### src/rtl/core/lzw_variable_width_encoder_unit_macros.svh
// Assertion macros for the LZW variable width encoder.
// Used by the top level; expects clk and rst_n in scope.
`ifndef LZW_VARIABLE_WIDTH_ENCODER_UNIT_MACROS_SVH
`define LZW_VARIABLE_WIDTH_ENCODER_UNIT_MACROS_SVH

// Condition that must hold at every clock edge out of reset
`define LZWE_CHECK(lbl, cond, msg) \
    lbl: assert property (@(posedge clk) disable iff (!rst_n) (cond)) else $error(msg);

// Condition that must be followed by another in the next cycle
`define LZWE_IMPLY(lbl, pre, post, msg) \
    lbl: assert property (@(posedge clk) disable iff (!rst_n) (pre) |=> (post)) else $error(msg);

`endif

### src/rtl/core/lzwe_pkg.sv
// Shared types and constants for the LZW variable width encoder.
// No dependencies; imported by every module of the block.
package lzwe_pkg;

    localparam int DICT_SLOTS = 6144;
    localparam int ADDR_W     = 13;
    localparam int CODE_W     = 12;
    localparam int ACC_W      = 19;
    localparam int Q_PTR_W    = 2;
    localparam int Q_DEPTH    = 4;

    localparam logic [3:0]  MAX_WIDTH  = 4'd12;
    localparam logic [3:0]  BASE_WIDTH = 4'd8;
    localparam logic [12:0] BASE_CODE  = 13'd256;

    typedef enum logic
    {
        KIND_DATA  = 1'b0,
        KIND_FLUSH = 1'b1
    } item_kind_t;

    typedef struct packed
    {
        item_kind_t kind;
        logic [7:0] data;
    } item_t;

    typedef struct packed
    {
        logic [7:0] data;
        logic       last;
        logic       err;
    } res_t;

    typedef struct packed
    {
        logic              valid;
        logic [CODE_W-1:0] prefix;
        logic [7:0]        data;
        logic [CODE_W-1:0] code;
    } dict_entry_t;

    typedef enum logic [1:0]
    {
        ST_CLEAR,
        ST_IDLE,
        ST_CHECK,
        ST_EMIT
    } eng_state_t;

    typedef struct packed
    {
        logic clearing;
        logic res_push;
    } eng_status_t;

endpackage

### src/rtl/core/lzwe_front.sv
// Front end: request queue that accepts and classifies input items.
// Depends on lzwe_pkg.
module lzwe_front
    import lzwe_pkg::*;
(
    input  logic       clk,
    input  logic       rst_n,
    input  logic       push,
    input  logic       op,
    input  logic [7:0] data_byte,
    output logic       q_full,
    output logic       avail,
    output item_t      head,
    input  logic       pop
);

    item_t              slot_mem [Q_DEPTH];
    logic [Q_PTR_W-1:0] wr_reg;
    logic [Q_PTR_W-1:0] wr_next;
    logic [Q_PTR_W-1:0] rd_reg;
    logic [Q_PTR_W-1:0] rd_next;
    logic [Q_PTR_W:0]   cnt_reg;
    logic [Q_PTR_W:0]   cnt_next;
    logic               do_push;
    logic               do_pop;
    item_t              in_item;

    // Classify the incoming request
    always_comb
    begin
        in_item.kind = op ? KIND_FLUSH : KIND_DATA;
        in_item.data = data_byte;
    end

    assign q_full  = (cnt_reg == (Q_PTR_W+1)'(Q_DEPTH));
    assign avail   = (cnt_reg != '0);
    assign head    = slot_mem[rd_reg];
    assign do_push = push && !q_full;
    assign do_pop  = pop && avail;

    // Advance pointers
    always_comb
    begin
        wr_next  = do_push ? wr_reg + 1'b1 : wr_reg;
        rd_next  = do_pop ? rd_reg + 1'b1 : rd_reg;
        cnt_next = cnt_reg + (Q_PTR_W+1)'(do_push) - (Q_PTR_W+1)'(do_pop);
    end

    always_ff @(posedge clk or negedge rst_n)
    begin
        if (!rst_n)
        begin
            wr_reg  <= '0;
            rd_reg  <= '0;
            cnt_reg <= '0;
        end
        else
        begin
            wr_reg  <= wr_next;
            rd_reg  <= rd_next;
            cnt_reg <= cnt_next;
        end
    end

    // Store payload
    always_ff @(posedge clk)
    begin
        if (do_push)
        begin
            slot_mem[wr_reg] <= in_item;
        end
    end

endmodule

### config.mk
export PLATFORM = sky130hd
export DESIGN_NAME = lzwe_front
export DESIGN_NICKNAME = d
export VERILOG_FILES = /design/src/rtl/core/lzw_variable_width_encoder_unit_macros.svh /design/src/rtl/core/lzwe_pkg.sv /design/src/rtl/core/lzwe_front.sv
export SDC_FILE = /design/constraint.sdc
export NUM_CORES = 1
export LEC_CHECK = 0
export ABC_AREA = 0
export BUFFER_PORTS_ARGS = -buffer_cell sky130_fd_sc_hd__buf_2
export CORE_UTILIZATION = 35
export DETAILED_ROUTE_END_ITERATION = 16
export HOLD_SLACK_MARGIN = 0.15
export SKIP_CTS_REPAIR_TIMING = 1
export SYNTH_ARGS = -nofsm -noshare
export SYNTH_HDL_FRONTEND = slang
export SYNTH_SLANG_ARGS = --single-unit
### constraint.sdc
create_clock -name clk -period 6.59 [get_ports clk]
set_input_delay 0.3295 -clock clk [delete_from_list [all_inputs] [get_ports clk]]
set_output_delay 0.3295 -clock clk [all_outputs]
set_load 0.05 [all_outputs]
---- Word-level counts from Yosys, hierarchy flattened ----
Memories as Yosys holds them, arrays and structs flattened.
Cells that the tools add are included.
operators by class
  add/subtract/negate cells ............... 4
  equal/unequal tests ..................... 1
  mux-type cells .......................... 3
  reductions and logical operators ........ 4
operators with widths
  kind                                                           count
  2-bit by 1-bit adder with 2-bit output, second input constant  2
  3-bit by 1-bit adder with 3-bit output                         1
  3-bit equality test, second input constant                     1
  1-bit two-way mux                                              3
  3-bit nonzero test                                             1
  3-bit by 1-bit subtractor with 3-bit output                    1
  1-bit logical AND                                              2
  1-bit zero test                                                1
word-level totals
  flip-flop bits (word level) ............. 7
  memory bits (writable) .................. 36
  input port bits ......................... 13
  output and inout port bits .............. 11
  word-level logic and storage cells ...... 16
  memories kept ........................... 1
memories
  name      depth  width  read ports  clocked after Yosys merged registers in  write ports  line              source
  slot_mem  4      9      1           0                                        1            lzwe_front.sv:17  item_t slot_mem [Q_DEPTH];

---- Longest topological paths before layout ----
  depth in word-level cells ............... 5
  mapped depth ............................ 9
  mapped depth without buffers ............ 9

---- Worst setup path before layout ----
Ideal clock, no wire load.
  kind .................................... flip-flop to flip-flop
  start point ............................. reg cnt_reg[1]
  end point ............................... reg cnt_reg[2]
  setup time .............................. 128 ps
  arrival time ............................ 2,000 ps
  path slack .............................. 4,462 ps
  stages on the path, launching flop included .. 10
  cells stage by stage .................... dfrtp_1 > or3b_4 > nand2_1 > ha_1 > inv_1 > ha_1 > inv_1 > fa_1 > xnor2_1 > xnor2_1
on the way
  word-level cells in the longest chain between the ends .. 5
  elaborated cells on any way between the ends .. 7
  those cells by class .................... add/sub: 2; eq/ne: 1; reduce/logical: 4
RTL lines
  element                                          line              source
  from (decl)                                      lzwe_front.sv:22  logic [Q_PTR_W:0] cnt_reg;
  from (signal assigned)                           lzwe_front.sv:61  cnt_reg <= cnt_next;
  3-bit equality test                              lzwe_front.sv:35  assign q_full = (cnt_reg == (Q_PTR_W+1)'(Q_DEPTH));
  1-bit zero test                                  lzwe_front.sv:38  assign do_push = push && !q_full;
  1-bit logical AND                                lzwe_front.sv:38
  3-bit by 1-bit adder with 3-bit output           lzwe_front.sv:46  cnt_next = cnt_reg + (Q_PTR_W+1)'(do_push) - (Q_PTR_W+1)'(do_pop);
  3-bit by 1-bit subtractor with 3-bit output (*)  lzwe_front.sv:46
  named net cnt_next[2]                            lzwe_front.sv:23  logic [Q_PTR_W:0] cnt_next;
Mark *: on every way through the listed nets, which the timed path passes. The rest lies on a longest branch.
A chain may end at the register's enable or synchronous reset.

---- Final worst setup path ----
Same ends and word-level chain as after synthesis.

==> results.py <==
metrics = {
    "global_route": {
        "grt_pass1_wl_microns": 4510,
        "grt_pass1_vias": 916,
        "grt_max_degree": 13,
        "grt_overflow_total": 0,
        "grt_antenna_before_repair": 0,
        "track_usage": 0.120,
    },
    "layout": {
        "n_antenna_cell": 0,
        "layout-drive-gt1-share": 0.356,
        "final_cell_mix": "36 x edfxtp_1, 23 x buf_2, 9 x mux4_2, 7 x dfrtp_1, 6 x ha_1",
        "largest_reg_flops": 36,
        "layout_commonest_cell": "edfxtp_1",
        "fin_util": 0.427,
        "fin_cells": 185,
        "nets": 137,
        "areaGrowthSynthToFinish_pct": 15.9,
        "final_area_sq_um": 2030,
    },
    "synthesis": {
        "yosys_warnings": 0,
        "synth_seq_cells": 43,
        "synth_nets": 108,
        "synth_cell_type_count": 20,
        "ys_seq_area_frac": 0.718,
        "synth_area_leaders": "edfxtp_1 62%, mux4_2 12%, dfrtp_1 10%",
        "avgSynthCellArea_sq_um": 19.9,
        "synth_area_sq_um": 1750,
        "synth.top_cell.area_share": 0.618,
        "synthCells": 88,
        "synth_top_area_cell": "edfxtp_1",
    },
    "critical_path": {
        "crit_required_ps": 6760,
        "path_class": "flip-flop to flip-flop",
        "start_kind": "flip-flop",
        "worstPathMaxFanout": 8,
        "crit_path_end_kind": "flip-flop",
        "cp_slowest_cell": "dfrtp_1",
        "slowest_delay_ps": 470,
        "worst_ep_arrival_time_ps": 2400,
        "crit_path_cell_trace": "or3b_4, nand2_1, ha_1, inv_1, ha_1, inv_1, fa_1, xnor2_1, xnor2_1",
    },
    "power": {
        "power_density_nw_per_um2": 481,
        "p_leak_nw": 0.751,
        "ir_drop_mv": 0.211,
        "total_power_uw": 976,
    },
    "routing": {
        "remaining_drc_errors": 0,
        "via_count": 843,
        "ant_nets": 0,
        "wl_per_cell_microns": 15.0,
        "drtIter0Drc": 76,
        "via_per_inst": 4.56,
        "drt-total-wl_microns": 2780,
        "drt_first_pass_iters": 4,
    },
    "sta": {
        "timing.clock.skew_ps": 9.38,
        "setup_viol": 0,
        "worst_slew_pin_slew_ps": 680,
        "slew_violations": 0,
        "min_period_ps": 2230,
        "fmax_ghz": 0.449,
        "finalHoldViolations": 0,
        "finalSetupTns_ps": 0,
        "rsz0062_at_grt": "no",
        "period_share": 0.338,
        "slew_headroom": 0.547,
    },
    "place": {
        "port_buffers": 23,
        "gp_congestion": 0.807,
        "dp_hpwl_microns": 1870,
        "placed_cell_area_sq_um": 1940,
        "placedCellCount": 176,
    },
    "job": {
        "cap_violations": 0,
    },
    "floorplanning": {
        "start_util": 0.368,
        "core_sq_um": 4750,
        "die_area_sq_um": 5290,
        "die_y_microns": 72.7,
        "num_io_pins": 24,
        "num_rows": 25,
        "fp.dieW_microns": 72.7,
    },
    "clocking": {
        "cts_buffers": 5,
        "htreeDepth": 2,
        "cts_root_buffer": "clkbuf_8",
        "clk_latency_ps": 290,
        "cts_tree": "done",
        "clock-sinks": 43,
        "cts.path.max_buffers": 2,
        "clkTransAtPathRegs_ps": 70,
    },
    "worst_hold_path": {
        "hp-class": "primary input to flip-flop",
    },
    "run_status": {
        "status": "finished, final reports clean",
    },
}
==> final timing paths <==
| check | cells after the start | to | startpoint | slack (ps) |
|---|---|---|---|---|
| setup / recovery | 9 | cnt_reg[2]$_DFF_PN0_ | cnt_reg[1]$_DFF_PN0_ | 4360 |
| hold / removal | 1 | slot_mem[0][0]$_DFFE_PP_ | data_byte[0] | 250 |
| setup reg to reg | 9 | cnt_reg[2]$_DFF_PN0_ | cnt_reg[1]$_DFF_PN0_ | 4360 |
| hold reg to reg | 2 | wr_reg[1]$_DFFE_PN0P_ | wr_reg[1]$_DFFE_PN0P_ | 610 |
| max in group asynchronous | 2 | wr_reg[1]$_DFFE_PN0P_ | rst_n | 6020 |
| min in group asynchronous | 2 | cnt_reg[2]$_DFF_PN0_ | rst_n | 400 |
==> cells in the mapped netlist <==
library cell / count
xnor2_1: 3
edfxtp_1: 36
xor2_1: 1
dfrtp_1: 7
inv_1: 5
ha_1: 6
or3b_4: 1
nand2b_1: 3
and3_1: 4
or3_2: 1
nand2_1: 2
o211ai_1: 2
inv_2: 1
mux4_2: 9
o31a_2: 1
nand4bb_1: 2
buf_4: 1
fa_1: 1
buf_2: 1
o311ai_0: 1
==> power by group <==
group	internal [mW]	switching, mW
logic	0.140	0.242
registers	0.367	0.0691
clock network	0.0744	0.0823
total	0.582	0.394
==> cells by family (layout without fill, tap and decap cells) <==
logic type / count (synthesis) / count (layout) / share of synthesized area
flip-flops: 43 / 43 / 0.718
XOR/XNOR: 4 / 4 / 0.0200
multiplexers: 9 / 9 / 0.116
AO/OA/AOI/OAI: 4 / 4 / 0.0193
AND/OR/NAND/NOR: 13 / 13 / 0.0529
buffers and inverters: 8 / 38 / 0.0200
adder cells (fa/ha/maj): 7 / 7 / 0.0543
==> metrics by stage <==
step	hold WS [ps]	setup WS, ps
5_1_grt	246	4210
4_1_cts	-135	4310
2_1_floorplan	33.9	4460
3_3_place_gp	173	4420
6_report	254	4360
3_5_place_dp	178	4370
==> critical path: cells and delay by family, from the launching register on <==
kind / cells / cell delay [ps]
DFF: 1 / 470
and+or+nand+nor: 2 / 550
xor gates and xnor gates: 2 / 260
adders and majority gates: 3 / 720
buffers and inverters: 2 / 100
==> final cells by class <==
cell class	instances	area, sq um
timing repair buffer	24	125
fill	443	2730
sequential	43	1260
inverter	6	22.5
multi-input combinational	37	459
tap	67	83.8
clock buffer	7	76.3
clock inverter	1	5.00
==> routing by layer <==
metal | vias up | GRT usage | routed length (microns)
li1 | 401 | - | -
met1 | 417 | 0.147 | 1220
met2 | 20 | 0.196 | 1380
met3 | 5 | 0.0483 | 134
met4 | 0 | 0.0392 | 42
met5 | - | 0 | 0
No activity file was read; power rests on OpenSTA's default activity.
