File: src/rtl/core/lzw_variable_width_encoder_unit_macros.svh
// Assertion macros for the LZW variable width encoder.
// Used by the top level; expects clk and rst_n in scope.
`ifndef LZW_VARIABLE_WIDTH_ENCODER_UNIT_MACROS_SVH
`define LZW_VARIABLE_WIDTH_ENCODER_UNIT_MACROS_SVH

// Condition that must hold at every clock edge out of reset
`define LZWE_CHECK(lbl, cond, msg) \
    lbl: assert property (@(posedge clk) disable iff (!rst_n) (cond)) else $error(msg);

// Condition that must be followed by another in the next cycle
`define LZWE_IMPLY(lbl, pre, post, msg) \
    lbl: assert property (@(posedge clk) disable iff (!rst_n) (pre) |=> (post)) else $error(msg);

`endif

File: src/rtl/core/lzwe_pkg.sv
// Shared types and constants for the LZW variable width encoder.
// No dependencies; imported by every module of the block.
package lzwe_pkg;

    localparam int DICT_SLOTS = 6144;
    localparam int ADDR_W     = 13;
    localparam int CODE_W     = 12;
    localparam int ACC_W      = 19;
    localparam int Q_PTR_W    = 2;
    localparam int Q_DEPTH    = 4;

    localparam logic [3:0]  MAX_WIDTH  = 4'd12;
    localparam logic [3:0]  BASE_WIDTH = 4'd8;
    localparam logic [12:0] BASE_CODE  = 13'd256;

    typedef enum logic
    {
        KIND_DATA  = 1'b0,
        KIND_FLUSH = 1'b1
    } item_kind_t;

    typedef struct packed
    {
        item_kind_t kind;
        logic [7:0] data;
    } item_t;

    typedef struct packed
    {
        logic [7:0] data;
        logic       last;
        logic       err;
    } res_t;

    typedef struct packed
    {
        logic              valid;
        logic [CODE_W-1:0] prefix;
        logic [7:0]        data;
        logic [CODE_W-1:0] code;
    } dict_entry_t;

    typedef enum logic [1:0]
    {
        ST_CLEAR,
        ST_IDLE,
        ST_CHECK,
        ST_EMIT
    } eng_state_t;

    typedef struct packed
    {
        logic clearing;
        logic res_push;
    } eng_status_t;

endpackage

File: src/rtl/core/lzwe_out_q.sv
// Result queue between the encoder engine and the output ports.
// Depends on lzwe_pkg.
module lzwe_out_q
    import lzwe_pkg::*;
(
    input  logic clk,
    input  logic rst_n,
    input  logic wr,
    input  res_t wr_data,
    output logic q_full,
    output logic q_empty,
    output res_t head,
    input  logic rd
);

    res_t               slot_mem [Q_DEPTH];
    logic [Q_PTR_W-1:0] wr_reg;
    logic [Q_PTR_W-1:0] wr_next;
    logic [Q_PTR_W-1:0] rd_reg;
    logic [Q_PTR_W-1:0] rd_next;
    logic [Q_PTR_W:0]   cnt_reg;
    logic [Q_PTR_W:0]   cnt_next;
    logic               do_wr;
    logic               do_rd;

    assign q_full  = (cnt_reg == (Q_PTR_W+1)'(Q_DEPTH));
    assign q_empty = (cnt_reg == '0);
    assign head    = slot_mem[rd_reg];
    assign do_wr   = wr && !q_full;
    assign do_rd   = rd && !q_empty;

    // Advance pointers
    always_comb
    begin
        wr_next  = do_wr ? wr_reg + 1'b1 : wr_reg;
        rd_next  = do_rd ? rd_reg + 1'b1 : rd_reg;
        cnt_next = cnt_reg + (Q_PTR_W+1)'(do_wr) - (Q_PTR_W+1)'(do_rd);
    end

    always_ff @(posedge clk or negedge rst_n)
    begin
        if (!rst_n)
        begin
            wr_reg  <= '0;
            rd_reg  <= '0;
            cnt_reg <= '0;
        end
        else
        begin
            wr_reg  <= wr_next;
            rd_reg  <= rd_next;
            cnt_reg <= cnt_next;
        end
    end

    // Store payload
    always_ff @(posedge clk)
    begin
        if (do_wr)
        begin
            slot_mem[wr_reg] <= wr_data;
        end
    end

endmodule

File: config.mk
export PLATFORM = sky130hd
export DESIGN_NAME = lzwe_out_q
export DESIGN_NICKNAME = d
export VERILOG_FILES = /design/src/rtl/core/lzw_variable_width_encoder_unit_macros.svh /design/src/rtl/core/lzwe_pkg.sv /design/src/rtl/core/lzwe_out_q.sv
export SDC_FILE = /design/constraint.sdc
export NUM_CORES = 1
export LEC_CHECK = 0
export ABC_CLOCK_PERIOD_IN_PS = 2000
export BUFFER_PORTS_ARGS = -buffer_cell sky130_fd_sc_hd__buf_4
export CAP_MARGIN = 10
export CORE_MARGIN = 4
export CORE_UTILIZATION = 39
export CTS_CLUSTER_DIAMETER = 120
export DETAILED_ROUTE_END_ITERATION = 8
export GPL_TIMING_DRIVEN = 0
export PLACE_DENSITY = 0.66
export SYNTH_ARGS = -nofsm -noshare
export SYNTH_HDL_FRONTEND = slang
export SYNTH_SLANG_ARGS = --single-unit
File: constraint.sdc
create_clock -name clk -period 2 [get_ports clk]
set_clock_uncertainty 0.1 [all_clocks]
set_input_delay 0.2 -clock clk [delete_from_list [all_inputs] [get_ports clk]]
set_output_delay 0.2 -clock clk [all_outputs]
set_load 0.005 [all_outputs]
---- Word-level counts from Yosys, hierarchy flattened ----
Memories as Yosys holds them, arrays and structs flattened.
Index checks and enable logic that the tools add are counted.
storage, ports and cells
  register bits after elaboration ......... 7
  bits in writable memories ............... 40
  bits of input ports ..................... 14
  output and inout port bits .............. 12
  logic and storage cells ................. 16
  memories kept ........................... 1
memories
  name      depth  bits a word  rd ports  clocked after memory_dff  write ports  RTL line          RTL
  slot_mem  4      10           1         0                         1            lzwe_out_q.sv:16  res_t slot_mem [Q_DEPTH];
cells by class
  add/subtract/negate cells ............... 4
  eq/ne operators ......................... 1
  muxes and demuxes ....................... 2
  reductions and logical operators ........ 5
operator list
  cell                 number
  $add 2x1->2 const B  2
  $add 3x1->3          1
  $eq 3x3->1 const B   1
  $logic_not 3->1      1
  $sub 3x1->3          1
  $logic_and 1x1->1    2
  $logic_not 1->1      2
  $mux 1               2

---- Longest topological paths before layout ----
Gate-level depths: netlist of the first run.
  depth in word-level cells ............... 5
  gate-level depth with buffers ........... 8
  gate-level depth less buffers ........... 8

---- Worst setup path before layout of the first run ----
OpenSTA, ideal clock, no wires.
  path kind ............................... flip-flop to flip-flop
  start ................................... reg cnt_reg[1]
  end ..................................... reg cnt_reg[2]
  library setup time ...................... 0.123 ns
  data arrival time ....................... 1.946 ns
  required time ........................... 1.777 ns
  slack ................................... -0.169 ns
  stages on the path, launching flop included .. 9
  path buffers ............................ 0
  clock period less this slack ............ 2.169 ns
  path through ............................ dfrtp_1 -> o31ai_1 -> inv_1 -> ha_1 -> inv_1 -> ha_1 -> fa_1 -> xnor2_1 -> xnor2_1
between the ends
  elaborated cells between the ends (all ways) .. 8
  those cells by class .................... 2 x add/sub; 1 x eq/ne; 5 x reduce/logical
RTL lines
  element                 RTL line          RTL
  start, declared         lzwe_out_q.sv:21  logic [Q_PTR_W:0] cnt_reg;
  start signal, assigned  lzwe_out_q.sv:52  cnt_reg <= cnt_next;
  $logic_not 3->1         lzwe_out_q.sv:27  assign q_empty = (cnt_reg == '0);
  $logic_not 1->1         lzwe_out_q.sv:30  assign do_rd = rd && !q_empty;
  $logic_and 1x1->1       lzwe_out_q.sv:30
  via do_rd               lzwe_out_q.sv:24  logic do_rd;
  $sub 3x1->3             lzwe_out_q.sv:37  cnt_next = cnt_reg + (Q_PTR_W+1)'(do_wr) - (Q_PTR_W+1)'(do_rd);
  via cnt_next[2]         lzwe_out_q.sv:22  logic [Q_PTR_W:0] cnt_next;
The timed path passes the listed nets, and every way through them passes these cells.
A chain may end at the register's enable or synchronous reset.

---- Worst setup path in the final report of the first run ----
Same ends and word-level chain as after synthesis.

==> impl_metrics.xml, run 1 <==
<?xml version="1.0" encoding="UTF-8"?>
<metrics>
  <group name="floorplan">
    <metric name="floorplan.io_pins" unit="">26</metric>
    <metric name="starting_density_of_the_core" unit="">0.404</metric>
    <metric name="dieArea" unit="sq um">6110</metric>
    <metric name="core.rowCount" unit="">25</metric>
    <metric name="core-area" unit="sq um">4750</metric>
    <metric name="dieWidth" unit="microns">78.2</metric>
    <metric name="die_height" unit="microns">78.2</metric>
  </group>
  <group name="global_routing">
    <metric name="first_global_vias" unit="">1081</metric>
    <metric name="total_track_usage" unit="">0.123</metric>
    <metric name="grt_pass1_wl" unit="microns">5510</metric>
    <metric name="grt_overflow" unit="">0</metric>
    <metric name="grt_max_degree" unit="">16</metric>
    <metric name="antenna_found_initial" unit="">0</metric>
  </group>
  <group name="layout">
    <metric name="drive_gt1_frac" unit="">0.445</metric>
    <metric name="antenna_cells" unit="">0</metric>
    <metric name="nFillCells" unit="">396</metric>
    <metric name="finalNetCount" unit="">166</metric>
    <metric name="layout-area-overhead-vs-synth" unit="%">34.4</metric>
    <metric name="flip_flop_count_of_the_largest_register_after_layout" unit="">40</metric>
    <metric name="multi_input_comb_area" unit="sq um">562</metric>
    <metric name="sequential_standard_cell_area" unit="sq um">1380</metric>
    <metric name="mostFrequentLayoutCell" unit="">edfxtp_1</metric>
    <metric name="postLayoutCoreUtil" unit="">0.542</metric>
    <metric name="mostFrequentLayoutCells" unit="">edfxtp_1, buf_4, dlygate4sd3_1</metric>
  </group>
  <group name="route">
    <metric name="drtIter0Drc" unit="">59</metric>
    <metric name="number_of_detailed_routing_iterations_run_before_antenna_repair" unit="">4</metric>
    <metric name="total_wire_length_after_detailed_routing" unit="microns">3390</metric>
    <metric name="routed_via_density" unit="">4.80</metric>
    <metric name="detail-route-antenna-nets" unit="">0</metric>
    <metric name="drc_errors" unit="">0</metric>
    <metric name="routed-via-count" unit="">1022</metric>
    <metric name="routedWlPerCell" unit="microns">15.9</metric>
  </group>
  <group name="placed_design">
    <metric name="place_congestion" unit="">0.726</metric>
    <metric name="dp_hpwl" unit="microns">2220</metric>
    <metric name="detailedPlace.worstSlack" unit="ns">-0.198</metric>
    <metric name="place.port_buffers" unit="">25</metric>
  </group>
  <group name="timing">
    <metric name="timing_worst_slew_pin_value" unit="ns">0.528</metric>
    <metric name="fmax" unit="MHz">482</metric>
    <metric name="setup-tns-final" unit="ns">-0.0756</metric>
    <metric name="postLayoutSetupSlackWorst" unit="ns">-0.0756</metric>
    <metric name="min_period" unit="ns">2.08</metric>
    <metric name="fin_worst_hold_slack" unit="ns">0.130</metric>
    <metric name="timing.slew.headroom" unit="">0.648</metric>
    <metric name="setup_repair_after_global_routing_missed_its_margin" unit="">yes</metric>
    <metric name="timing.final.hold_violations" unit="">0</metric>
    <metric name="finalMaxSlewViolations" unit="">0</metric>
    <metric name="setup_viol" unit="">1</metric>
    <metric name="final_min_period_over_clock_period" unit="">1.04</metric>
  </group>
  <group name="setup_path">
    <metric name="crit_family" unit="">adder cells</metric>
    <metric name="critical_path_buf_inv_count" unit="">2</metric>
    <metric name="timing.critical_path.from_type" unit="">flop</metric>
    <metric name="criticalPathCategory" unit="">flop to flop</metric>
    <metric name="timing.critical_path.fanout_max" unit="">3</metric>
    <metric name="critPathMaxStageDelay" unit="ns">0.46</metric>
    <metric name="critPathSlowestCell" unit="">dfrtp_2</metric>
    <metric name="endpoint_kind" unit="">flop</metric>
    <metric name="worst-endpoint-arrival" unit="ns">2.16</metric>
    <metric name="rr_worst_depth" unit="">8</metric>
    <metric name="critical_path_depth" unit="">8</metric>
    <metric name="worst_path_required" unit="ns">2.08</metric>
    <metric name="crit_chain" unit="">o31ai_4 &gt; inv_2 &gt; ha_4 &gt; inv_2 &gt; ha_4 &gt; fa_2 &gt; xnor2_2 &gt; xnor2_1</metric>
  </group>
  <group name="cts">
    <metric name="tritoncts.num_buffers" unit="">5</metric>
    <metric name="clock_sink_count" unit="">47</metric>
    <metric name="worst_setup_hold_path_clk_slew" unit="ns">0.08</metric>
    <metric name="clock_latency_on_the_worst_skew_pair" unit="ns">0.29</metric>
    <metric name="htreeDepth" unit="">2</metric>
    <metric name="clockBufferDepth" unit="">2</metric>
    <metric name="clock_tree_from_tritoncts" unit="">done</metric>
    <metric name="clockRootBuffer" unit="">clkbuf_8</metric>
  </group>
  <group name="min_path">
    <metric name="worst_hold_path_type" unit="">input pin to flop</metric>
    <metric name="whs_path_depth" unit="">3</metric>
  </group>
  <group name="yosys">
    <metric name="post_synthesis_mean_instance_area" unit="sq um">20.6</metric>
    <metric name="ys.warnings.count" unit="">0</metric>
    <metric name="syn_area" unit="sq um">1920</metric>
    <metric name="synth_cell_type_count" unit="">19</metric>
    <metric name="synthTopCellsByArea" unit="">edfxtp_1, mux4_2, dfrtp_1, ha_1, mux4_1</metric>
    <metric name="syn_nets" unit="">114</metric>
    <metric name="ys_seq_elements" unit="">47</metric>
    <metric name="syn_inst" unit="">93</metric>
    <metric name="synth_largest_type_area_fraction" unit="">0.626</metric>
    <metric name="seq_area_frac_synth" unit="">0.717</metric>
    <metric name="synth_largest_area_cell" unit="">edfxtp_1</metric>
  </group>
  <group name="job">
    <metric name="max-cap-violations" unit="">0</metric>
  </group>
  <group name="power">
    <metric name="ir_worst_vdd" unit="uV">806</metric>
    <metric name="power_per_cell_area" unit="nW/um^2">1400</metric>
    <metric name="final_total_power" unit="mW">3.62</metric>
    <metric name="p_leak" unit="nW">0.959</metric>
  </group>
  <group name="run_status">
    <metric name="failed_checks" unit="">negative setup slack</metric>
    <metric name="run_status" unit="">finished, violations left</metric>
  </group>
</metrics>
==> cell families after synthesis <==
kind of cell / Yosys count / synth area share
mux: 10 / 0.121
simple gates: 13 / 0.0574
flops: 47 / 0.717
xor+xnor: 4 / 0.0183
buf+inv: 8 / 0.0202
compound gates: 4 / 0.0163
fa+ha+maj: 7 / 0.0495
==> layout make-up <==
class	count	area share
buffer	2	0.00631
inverter	6	0.00873
clock inverter	3	0.0262
timing repair buffer	45	0.147
sequential	47	0.535
tap	67	0.0325
multi-input combinational	38	0.218
clock buffer	5	0.0267
==> path summary, 6_finish.rpt <==
check / end / startpoint / slack [ns]
max: cnt_reg[2] / cnt_reg[1] / -0.08
min: rd_reg[1] / rd / 0.13
max reg2reg: cnt_reg[2] / cnt_reg[1] / -0.08
min reg2reg: wr_reg[1] / wr_reg[1] / 0.52
max in group asynchronous: cnt_reg[1] / rst_n / 1.51
min in group asynchronous: wr_reg[0] / rst_n / 0.15
==> cell usage after synthesis <==
cell / number
edfxtp_1: 40
nor3b_4: 1
xnor2_1: 4
nand4bb_1: 2
nand2b_1: 4
inv_1: 6
nor3_1: 1
mux4_1: 2
o31ai_1: 1
dfrtp_1: 7
and3b_1: 4
mux4_2: 8
nand2_1: 1
o211ai_1: 2
buf_2: 1
fa_1: 1
ha_1: 6
buf_6: 1
o311ai_1: 1
==> layer usage <==
layer  vias to the layer above  share of wire  global-route usage
li1                        473              -                   -
met5                         -              0                   0
met4                         0          0.012              0.0367
met2                        26           0.55               0.224
met3                         6          0.049              0.0390
met1                       517           0.39               0.137
==> power breakdown <==
group	switching [mW]	internal [mW]	leakage (nW)
Clock	0.312	0.498	0.0644
Combinational	0.545	0.787	0.449
Sequential	0.154	1.33	0.446
Total	1.01	2.61	0.959
==> per-stage QoR <==
step	instances	cell area (sq um)
floorplan	93	1930
global placement	185	2200
detailed placement	185	2200
CTS	212	2570
global route	213	2580
finish	213	2580
==> timing repair <==
| item | in CTS | in global routing |
|---|---|---|
| resized for setup | 11 | 1 |
| setup endpoints to repair | 2 | 2 |
| pin swaps | 6 | 4 |
| hold buffers | 11 | 0 |
| hold endpoints to repair | 47 | 0 |
| setup buffers | 8 | 1 |
==> worst reg2reg max path, cell delays in order (launching register included) <==
cell	delay, ns
dfrtp_2	0.46
o31ai_4	0.29
inv_2	0.07
ha_4	0.26
inv_2	0.04
ha_4	0.14
fa_2	0.34
xnor2_2	0.14
xnor2_1	0.12
No activity file was read; power rests on OpenSTA's default activity.
==> run 2, diff against run 1 <==
--- a/config.mk
+++ b/config.mk
@@ -13,6 +13,7 @@
 export CTS_CLUSTER_DIAMETER = 120
 export DETAILED_ROUTE_END_ITERATION = 8
 export GPL_TIMING_DRIVEN = 0
+export MAX_ROUTING_LAYER = met4
 export PLACE_DENSITY = 0.66
 export SYNTH_ARGS = -nofsm -noshare
 export SYNTH_HDL_FRONTEND = slang
==> run 2 against run 1 <==
The flow still finishes with violations (negative setup slack). Register-to-register slack about the same. Fmax about the same. Non-clock buffer count unchanged. First-iteration DRC count down 1.7%. Sequential power about the same. Cell count unchanged. Sequential cell count unchanged. Worst setup slack about the same. Critical endpoint unchanged. Largest cell class unchanged. Largest power group unchanged.
==> impl_metrics.xml, run 2 (same netlist as run 1, synthesis figures left out) <==
<?xml version="1.0" encoding="UTF-8"?>
<metrics>
  <group name="power">
    <metric name="power_per_cell_area" unit="nW/um^2">1400</metric>
    <metric name="ir_worst_vdd" unit="uV">805</metric>
    <metric name="clock_power_share" unit="">0.224</metric>
    <metric name="swShare" unit="">0.279</metric>
    <metric name="power_frac_comb" unit="">0.368</metric>
    <metric name="p_leak" unit="nW">0.959</metric>
    <metric name="pwr-share-seq" unit="">0.409</metric>
    <metric name="p_int" unit="mW">2.61</metric>
    <metric name="switching_power" unit="mW">1.01</metric>
  </group>
  <group name="global_routing">
    <metric name="grt_overflow" unit="">0</metric>
    <metric name="first_global_vias" unit="">1079</metric>
    <metric name="grt_pass1_wl" unit="microns">5520</metric>
    <metric name="grt_max_degree" unit="">16</metric>
    <metric name="total_track_usage" unit="">0.127</metric>
    <metric name="antenna_found_initial" unit="">0</metric>
  </group>
  <group name="placed_design">
    <metric name="cell_count_post_placement" unit="">185</metric>
    <metric name="place_congestion" unit="">0.735</metric>
    <metric name="place.port_buffers" unit="">25</metric>
    <metric name="dp_hpwl" unit="microns">2220</metric>
  </group>
  <group name="run_status">
    <metric name="failed_checks" unit="">negative setup slack</metric>
    <metric name="run_status" unit="">finished, violations left</metric>
  </group>
  <group name="route">
    <metric name="routed_via_density" unit="">4.79</metric>
    <metric name="drc_errors" unit="">0</metric>
    <metric name="detail-route-antenna-nets" unit="">0</metric>
    <metric name="routedWlPerCell" unit="microns">15.9</metric>
    <metric name="total_wire_length_after_detailed_routing" unit="microns">3390</metric>
    <metric name="drtIter0Drc" unit="">58</metric>
    <metric name="number_of_detailed_routing_iterations_run_before_antenna_repair" unit="">4</metric>
    <metric name="routed-via-count" unit="">1020</metric>
  </group>
  <group name="timing">
    <metric name="min_period" unit="ns">2.08</metric>
    <metric name="final_min_period_over_clock_period" unit="">1.04</metric>
    <metric name="postLayoutSetupSlackWorst" unit="ns">-0.0756</metric>
    <metric name="timing.final.hold_violations" unit="">0</metric>
    <metric name="timing.slew.headroom" unit="">0.636</metric>
    <metric name="finalMaxSlewViolations" unit="">0</metric>
    <metric name="setup_repair_after_global_routing_missed_its_margin" unit="">yes</metric>
    <metric name="setup_viol" unit="">1</metric>
    <metric name="timing_worst_slew_pin_value" unit="ns">0.546</metric>
    <metric name="fmax" unit="MHz">482</metric>
  </group>
  <group name="job">
    <metric name="max-cap-violations" unit="">0</metric>
  </group>
  <group name="setup_path">
    <metric name="crit_chain" unit="">o31ai_4 &gt; inv_2 &gt; ha_4 &gt; inv_2 &gt; ha_4 &gt; fa_2 &gt; xnor2_2 &gt; xnor2_1</metric>
    <metric name="r2r_start" unit="">cnt_reg[1]</metric>
    <metric name="criticalPathCategory" unit="">flop to flop</metric>
    <metric name="timing.critical_path.fanout_max" unit="">3</metric>
    <metric name="crit_family" unit="">adder cells</metric>
    <metric name="endpoint_kind" unit="">flop</metric>
    <metric name="critPathMaxStageDelay" unit="ns">0.46</metric>
    <metric name="worstSetupStartpoint" unit="">cnt_reg[1]</metric>
    <metric name="worst_path_required" unit="ns">2.08</metric>
    <metric name="critical_path_buf_inv_count" unit="">2</metric>
    <metric name="critPathSlowestCell" unit="">dfrtp_2</metric>
    <metric name="worst-endpoint-arrival" unit="ns">2.16</metric>
    <metric name="timing.critical_path.from_type" unit="">flop</metric>
  </group>
  <group name="layout">
    <metric name="postLayoutCoreUtil" unit="">0.542</metric>
    <metric name="flip_flop_count_of_the_largest_register_after_layout" unit="">40</metric>
    <metric name="nFillCells" unit="">396</metric>
    <metric name="layout-area-overhead-vs-synth" unit="%">34.4</metric>
    <metric name="antenna_cells" unit="">0</metric>
    <metric name="finalNetCount" unit="">166</metric>
    <metric name="mostFrequentLayoutCells" unit="">edfxtp_1, buf_4, dlygate4sd3_1</metric>
    <metric name="mostFrequentLayoutCell" unit="">edfxtp_1</metric>
    <metric name="drive_gt1_frac" unit="">0.445</metric>
    <metric name="final_cell_count_no_fill" unit="">213</metric>
  </group>
  <group name="floorplan">
    <metric name="floorplan.io_pins" unit="">26</metric>
    <metric name="starting_density_of_the_core" unit="">0.404</metric>
    <metric name="dieWidth" unit="microns">78.2</metric>
    <metric name="core-area" unit="sq um">4750</metric>
    <metric name="dieArea" unit="sq um">6110</metric>
    <metric name="die_height" unit="microns">78.2</metric>
    <metric name="core.rowCount" unit="">25</metric>
  </group>
  <group name="cts">
    <metric name="tritoncts.num_buffers" unit="">5</metric>
    <metric name="clockRootBuffer" unit="">clkbuf_8</metric>
    <metric name="clockBufferDepth" unit="">2</metric>
    <metric name="htreeDepth" unit="">2</metric>
    <metric name="clock_sink_count" unit="">47</metric>
    <metric name="worst_setup_hold_path_clk_slew" unit="ns">0.08</metric>
    <metric name="clock_latency_on_the_worst_skew_pair" unit="ns">0.29</metric>
    <metric name="clock_tree_from_tritoncts" unit="">done</metric>
  </group>
  <group name="min_path">
    <metric name="worst_hold_path_type" unit="">input pin to flop</metric>
    <metric name="timing.hold.worst.start" unit="">rd</metric>
  </group>
</metrics>
run 2: final timing paths:
check                        endpoint  slack [ns]  cells past startpoint
max in group asynchronous  cnt_reg[0]        1.52                      2
setup / recovery           cnt_reg[2]       -0.08                      8
hold / removal              rd_reg[1]        0.13                      3
min in group asynchronous   wr_reg[0]        0.14                      2
hold reg to reg             wr_reg[1]        0.52                      2
setup reg to reg           cnt_reg[2]       -0.08                      8
run 2: worst reg2reg max path: stages, from the launching register on:
cell	delay (ns)
dfrtp_2	0.46
o31ai_4	0.29
inv_2	0.07
ha_4	0.26
inv_2	0.03
ha_4	0.14
fa_2	0.34
xnor2_2	0.14
xnor2_1	0.12
run 2: layout make-up:
class / count / area (sq um) / area share
plain buffers: 2 / 16.3 / 0.00631
clock buffers: 5 / 68.8 / 0.0267
clock inverters: 3 / 67.6 / 0.0262
inverters: 6 / 22.5 / 0.00873
multi-input cells: 38 / 562 / 0.218
flip-flops and latches: 47 / 1380 / 0.535
well taps: 67 / 83.8 / 0.0325
repair buffers: 45 / 378 / 0.147
run 2: what timing repair did:
item | 4_1_cts | 5_1_grt
setup buffers | 8 | 1
hold buffers | 11 | 0
endpoints found under the hold margin | 47 | 0
setup endpoints to repair | 2 | 2
gates resized for setup | 11 | 1
pin swaps | 6 | 4
run 2: power groups by stage:
| stage | sequential (mW) | combinational [mW] | clock, mW |
|---|---|---|---|
| 3_5_place_dp | 1.51 | 1.09 | 0 |
| 5_1_grt | 1.50 | 1.46 | 0.876 |
| 2_1_floorplan | 1.45 | 0.696 | 0 |
| 3_3_place_gp | 1.48 | 1.06 | 0 |
| 4_1_cts | 1.48 | 1.35 | 0.837 |
| 6_report | 1.48 | 1.33 | 0.810 |
run 2: stage by stage:
step                setup TNS, ns  hold slack (ns)  cell area [sq um]  setup slack (ns)  power, mW
floorplan                 -0.0710           -0.196               1930           -0.0710       2.15
global placement           -0.212          -0.0813               2200            -0.164       2.54
detailed placement         -0.310          -0.0809               2200            -0.198       2.60
CTS                       -0.0870            0.118               2570           -0.0870       3.66
global route               -0.180            0.131               2580            -0.159       3.83
finish                    -0.0756            0.131               2580           -0.0756       3.62
run 2: metal layers:
metal,global-route usage,routed length [microns],vias to the layer above
li1,-,-,473
met1,0.136,1350,516
met2,0.225,1840,25
met3,0.0390,150,6
met4,0.0367,40,0
met5,-,0,-
==> run 3, diff against run 2 <==
--- a/config.mk
+++ b/config.mk
@@ -15,6 +15,7 @@
 export GPL_TIMING_DRIVEN = 0
 export MAX_ROUTING_LAYER = met4
 export PLACE_DENSITY = 0.66
+export SETUP_SLACK_MARGIN = 0.02
 export SYNTH_ARGS = -nofsm -noshare
 export SYNTH_HDL_FRONTEND = slang
 export SYNTH_SLANG_ARGS = --single-unit
==> run 3 against run 2 <==
The flow still finishes with violations (negative setup slack). Worst setup slack better by 0.00063 ns. Worst hold slack about the same. Design area is essentially flat. Clock-buffer cell count unchanged. Non-clock buffer count is the same. Register-to-register slack about the same. Sequential cell count is the same. Sequential share of layout area barely moved. Fmax is essentially flat. Cell count unchanged. Critical path type unchanged. Critical endpoint unchanged. Largest cell class unchanged.
==> impl_metrics.xml, run 3 (same netlist as run 1, synthesis figures left out) <==
<?xml version="1.0" encoding="UTF-8"?>
<metrics>
  <group name="layout">
    <metric name="sequential_standard_cell_area" unit="sq um">1380</metric>
    <metric name="nFillCells" unit="">398</metric>
    <metric name="multi_input_comb_area" unit="sq um">562</metric>
    <metric name="finalNetCount" unit="">166</metric>
    <metric name="layout-area-overhead-vs-synth" unit="%">34.4</metric>
    <metric name="antenna_cells" unit="">0</metric>
    <metric name="flip_flop_count_of_the_largest_register_after_layout" unit="">40</metric>
    <metric name="mostFrequentLayoutCells" unit="">edfxtp_1, buf_4, dlygate4sd3_1</metric>
    <metric name="mostFrequentLayoutCell" unit="">edfxtp_1</metric>
    <metric name="drive_gt1_frac" unit="">0.452</metric>
  </group>
  <group name="timing">
    <metric name="fin_worst_hold_slack" unit="ns">0.131</metric>
    <metric name="min_period" unit="ns">2.08</metric>
    <metric name="timing.slew.headroom" unit="">0.636</metric>
    <metric name="timing_worst_slew_pin_value" unit="ns">0.546</metric>
    <metric name="postLayoutSetupSlackWorst" unit="ns">-0.0750</metric>
    <metric name="setup_viol" unit="">1</metric>
    <metric name="fmax" unit="MHz">482</metric>
    <metric name="timing.final.hold_violations" unit="">0</metric>
    <metric name="final_min_period_over_clock_period" unit="">1.04</metric>
    <metric name="finalMaxSlewViolations" unit="">0</metric>
    <metric name="setup_repair_after_global_routing_missed_its_margin" unit="">yes</metric>
  </group>
  <group name="cts">
    <metric name="tritoncts.num_buffers" unit="">5</metric>
    <metric name="worst_setup_hold_path_clk_slew" unit="ns">0.08</metric>
    <metric name="clockRootBuffer" unit="">clkbuf_8</metric>
    <metric name="clock_tree_from_tritoncts" unit="">done</metric>
    <metric name="clock_sink_count" unit="">47</metric>
    <metric name="clock_latency_on_the_worst_skew_pair" unit="ns">0.29</metric>
    <metric name="clockBufferDepth" unit="">2</metric>
    <metric name="htreeDepth" unit="">2</metric>
  </group>
  <group name="global_routing">
    <metric name="grt_overflow" unit="">0</metric>
    <metric name="antenna_found_initial" unit="">0</metric>
    <metric name="total_track_usage" unit="">0.127</metric>
    <metric name="first_global_vias" unit="">1079</metric>
    <metric name="grt_max_degree" unit="">16</metric>
    <metric name="grt_pass1_wl" unit="microns">5520</metric>
  </group>
  <group name="min_path">
    <metric name="worst_hold_path_type" unit="">input pin to flop</metric>
    <metric name="timing.hold.worst.start" unit="">rd</metric>
    <metric name="whs_path_depth" unit="">3</metric>
    <metric name="hold_end" unit="">rd_reg[1]</metric>
  </group>
  <group name="route">
    <metric name="drtIter0Drc" unit="">57</metric>
    <metric name="total_wire_length_after_detailed_routing" unit="microns">3410</metric>
    <metric name="routed_via_density" unit="">4.80</metric>
    <metric name="detail-route-antenna-nets" unit="">0</metric>
    <metric name="number_of_detailed_routing_iterations_run_before_antenna_repair" unit="">4</metric>
    <metric name="routed-via-count" unit="">1023</metric>
    <metric name="routedWlPerCell" unit="microns">16.0</metric>
    <metric name="drc_errors" unit="">0</metric>
  </group>
  <group name="floorplan">
    <metric name="dieWidth" unit="microns">78.2</metric>
    <metric name="die_height" unit="microns">78.2</metric>
    <metric name="core.rowCount" unit="">25</metric>
    <metric name="dieArea" unit="sq um">6110</metric>
    <metric name="core-area" unit="sq um">4750</metric>
    <metric name="floorplan.io_pins" unit="">26</metric>
    <metric name="starting_density_of_the_core" unit="">0.404</metric>
  </group>
  <group name="power">
    <metric name="power_per_cell_area" unit="nW/um^2">1410</metric>
    <metric name="p_leak" unit="nW">0.958</metric>
    <metric name="ir_worst_vdd" unit="uV">806</metric>
  </group>
  <group name="placed_design">
    <metric name="detailedPlace.worstSlack" unit="ns">-0.198</metric>
    <metric name="place.port_buffers" unit="">25</metric>
    <metric name="place_congestion" unit="">0.735</metric>
    <metric name="dp_hpwl" unit="microns">2220</metric>
  </group>
  <group name="run_status">
    <metric name="failed_checks" unit="">negative setup slack</metric>
    <metric name="run_status" unit="">finished, violations left</metric>
  </group>
  <group name="setup_path">
    <metric name="criticalPathCategory" unit="">flop to flop</metric>
    <metric name="worst_path_required" unit="ns">2.08</metric>
    <metric name="worst-endpoint-arrival" unit="ns">2.16</metric>
    <metric name="endpoint_kind" unit="">flop</metric>
    <metric name="r2r_start" unit="">cnt_reg[1]</metric>
    <metric name="rr_worst_depth" unit="">9</metric>
    <metric name="timing.critical_path.from_type" unit="">flop</metric>
    <metric name="timing.critical_path.fanout_max" unit="">3</metric>
    <metric name="timing.reg2reg.setup_slack" unit="ns">-0.08</metric>
    <metric name="regToRegEndpoint" unit="">cnt_reg[2]</metric>
  </group>
  <group name="job">
    <metric name="max-cap-violations" unit="">0</metric>
  </group>
</metrics>
run 3: critical path, cell delays in order (launching register included):
cell and delay, ns:
dfrtp_2 0.46, buf_12 0.14, nor3b_4 0.20, nand2b_4 0.16, ha_4 0.12, inv_2 0.03, ha_4 0.14, fa_2 0.34
xnor2_2 0.14, xnor2_1 0.12
run 3: what timing repair did:
action	in CTS	in global routing
setup endpoints to repair	2	9
pin swaps	6	4
buffers inserted	8	1
resized for setup	11	2
hold buffers	11	0
hold endpoints to repair	47	0
run 3: layout make-up:
class	count	share of cell area
repair buffers	45	0.146
plain buffers	2	0.00630
flip-flops and latches	47	0.535
inverters	6	0.00873
clock inverters	3	0.0262
clock buffers	5	0.0267
multi-input cells	38	0.218
well taps	67	0.0325
run 3: how the worst max path moves through the flow:
stage / startpoint / to
after floorplan: cnt_reg[2] / cnt_reg[2]
after global placement: cnt_reg[2] / cnt_reg[2]
after detailed placement: cnt_reg[2] / cnt_reg[2]
after CTS: cnt_reg[1] / cnt_reg[2]
after global routing: cnt_reg[1] / cnt_reg[2]
final: cnt_reg[1] / cnt_reg[2]
run 3: routing by layer:
| metal | up-vias | global-route usage | routed length [microns] |
|---|---|---|---|
| li1 | 474 | - | - |
| met1 | 520 | 0.136 | 1350 |
| met2 | 23 | 0.225 | 1870 |
| met3 | 6 | 0.0390 | 147 |
| met4 | 0 | 0.0367 | 40 |
| met5 | - | - | 0 |
run 3: through the flow:
stage	util	cells	area [sq um]	setup TNS [ns]	power, mW
after floorplan	-	93	1930	-0.0710	2.15
after global placement	0.462	185	2200	-0.212	2.54
after detailed placement	0.462	185	2200	-0.310	2.60
after CTS	0.541	212	2570	-0.0870	3.66
after global routing	0.543	213	2580	-0.180	3.84
final	0.543	213	2580	-0.0750	3.63
run 3: report_power, final:
part | internal [mW] | leakage (nW) | total (mW) | switching [mW]
Combinational | 0.788 | 0.449 | 1.34 | 0.550
Clock | 0.498 | 0.0644 | 0.812 | 0.314
Sequential | 1.33 | 0.445 | 1.48 | 0.151
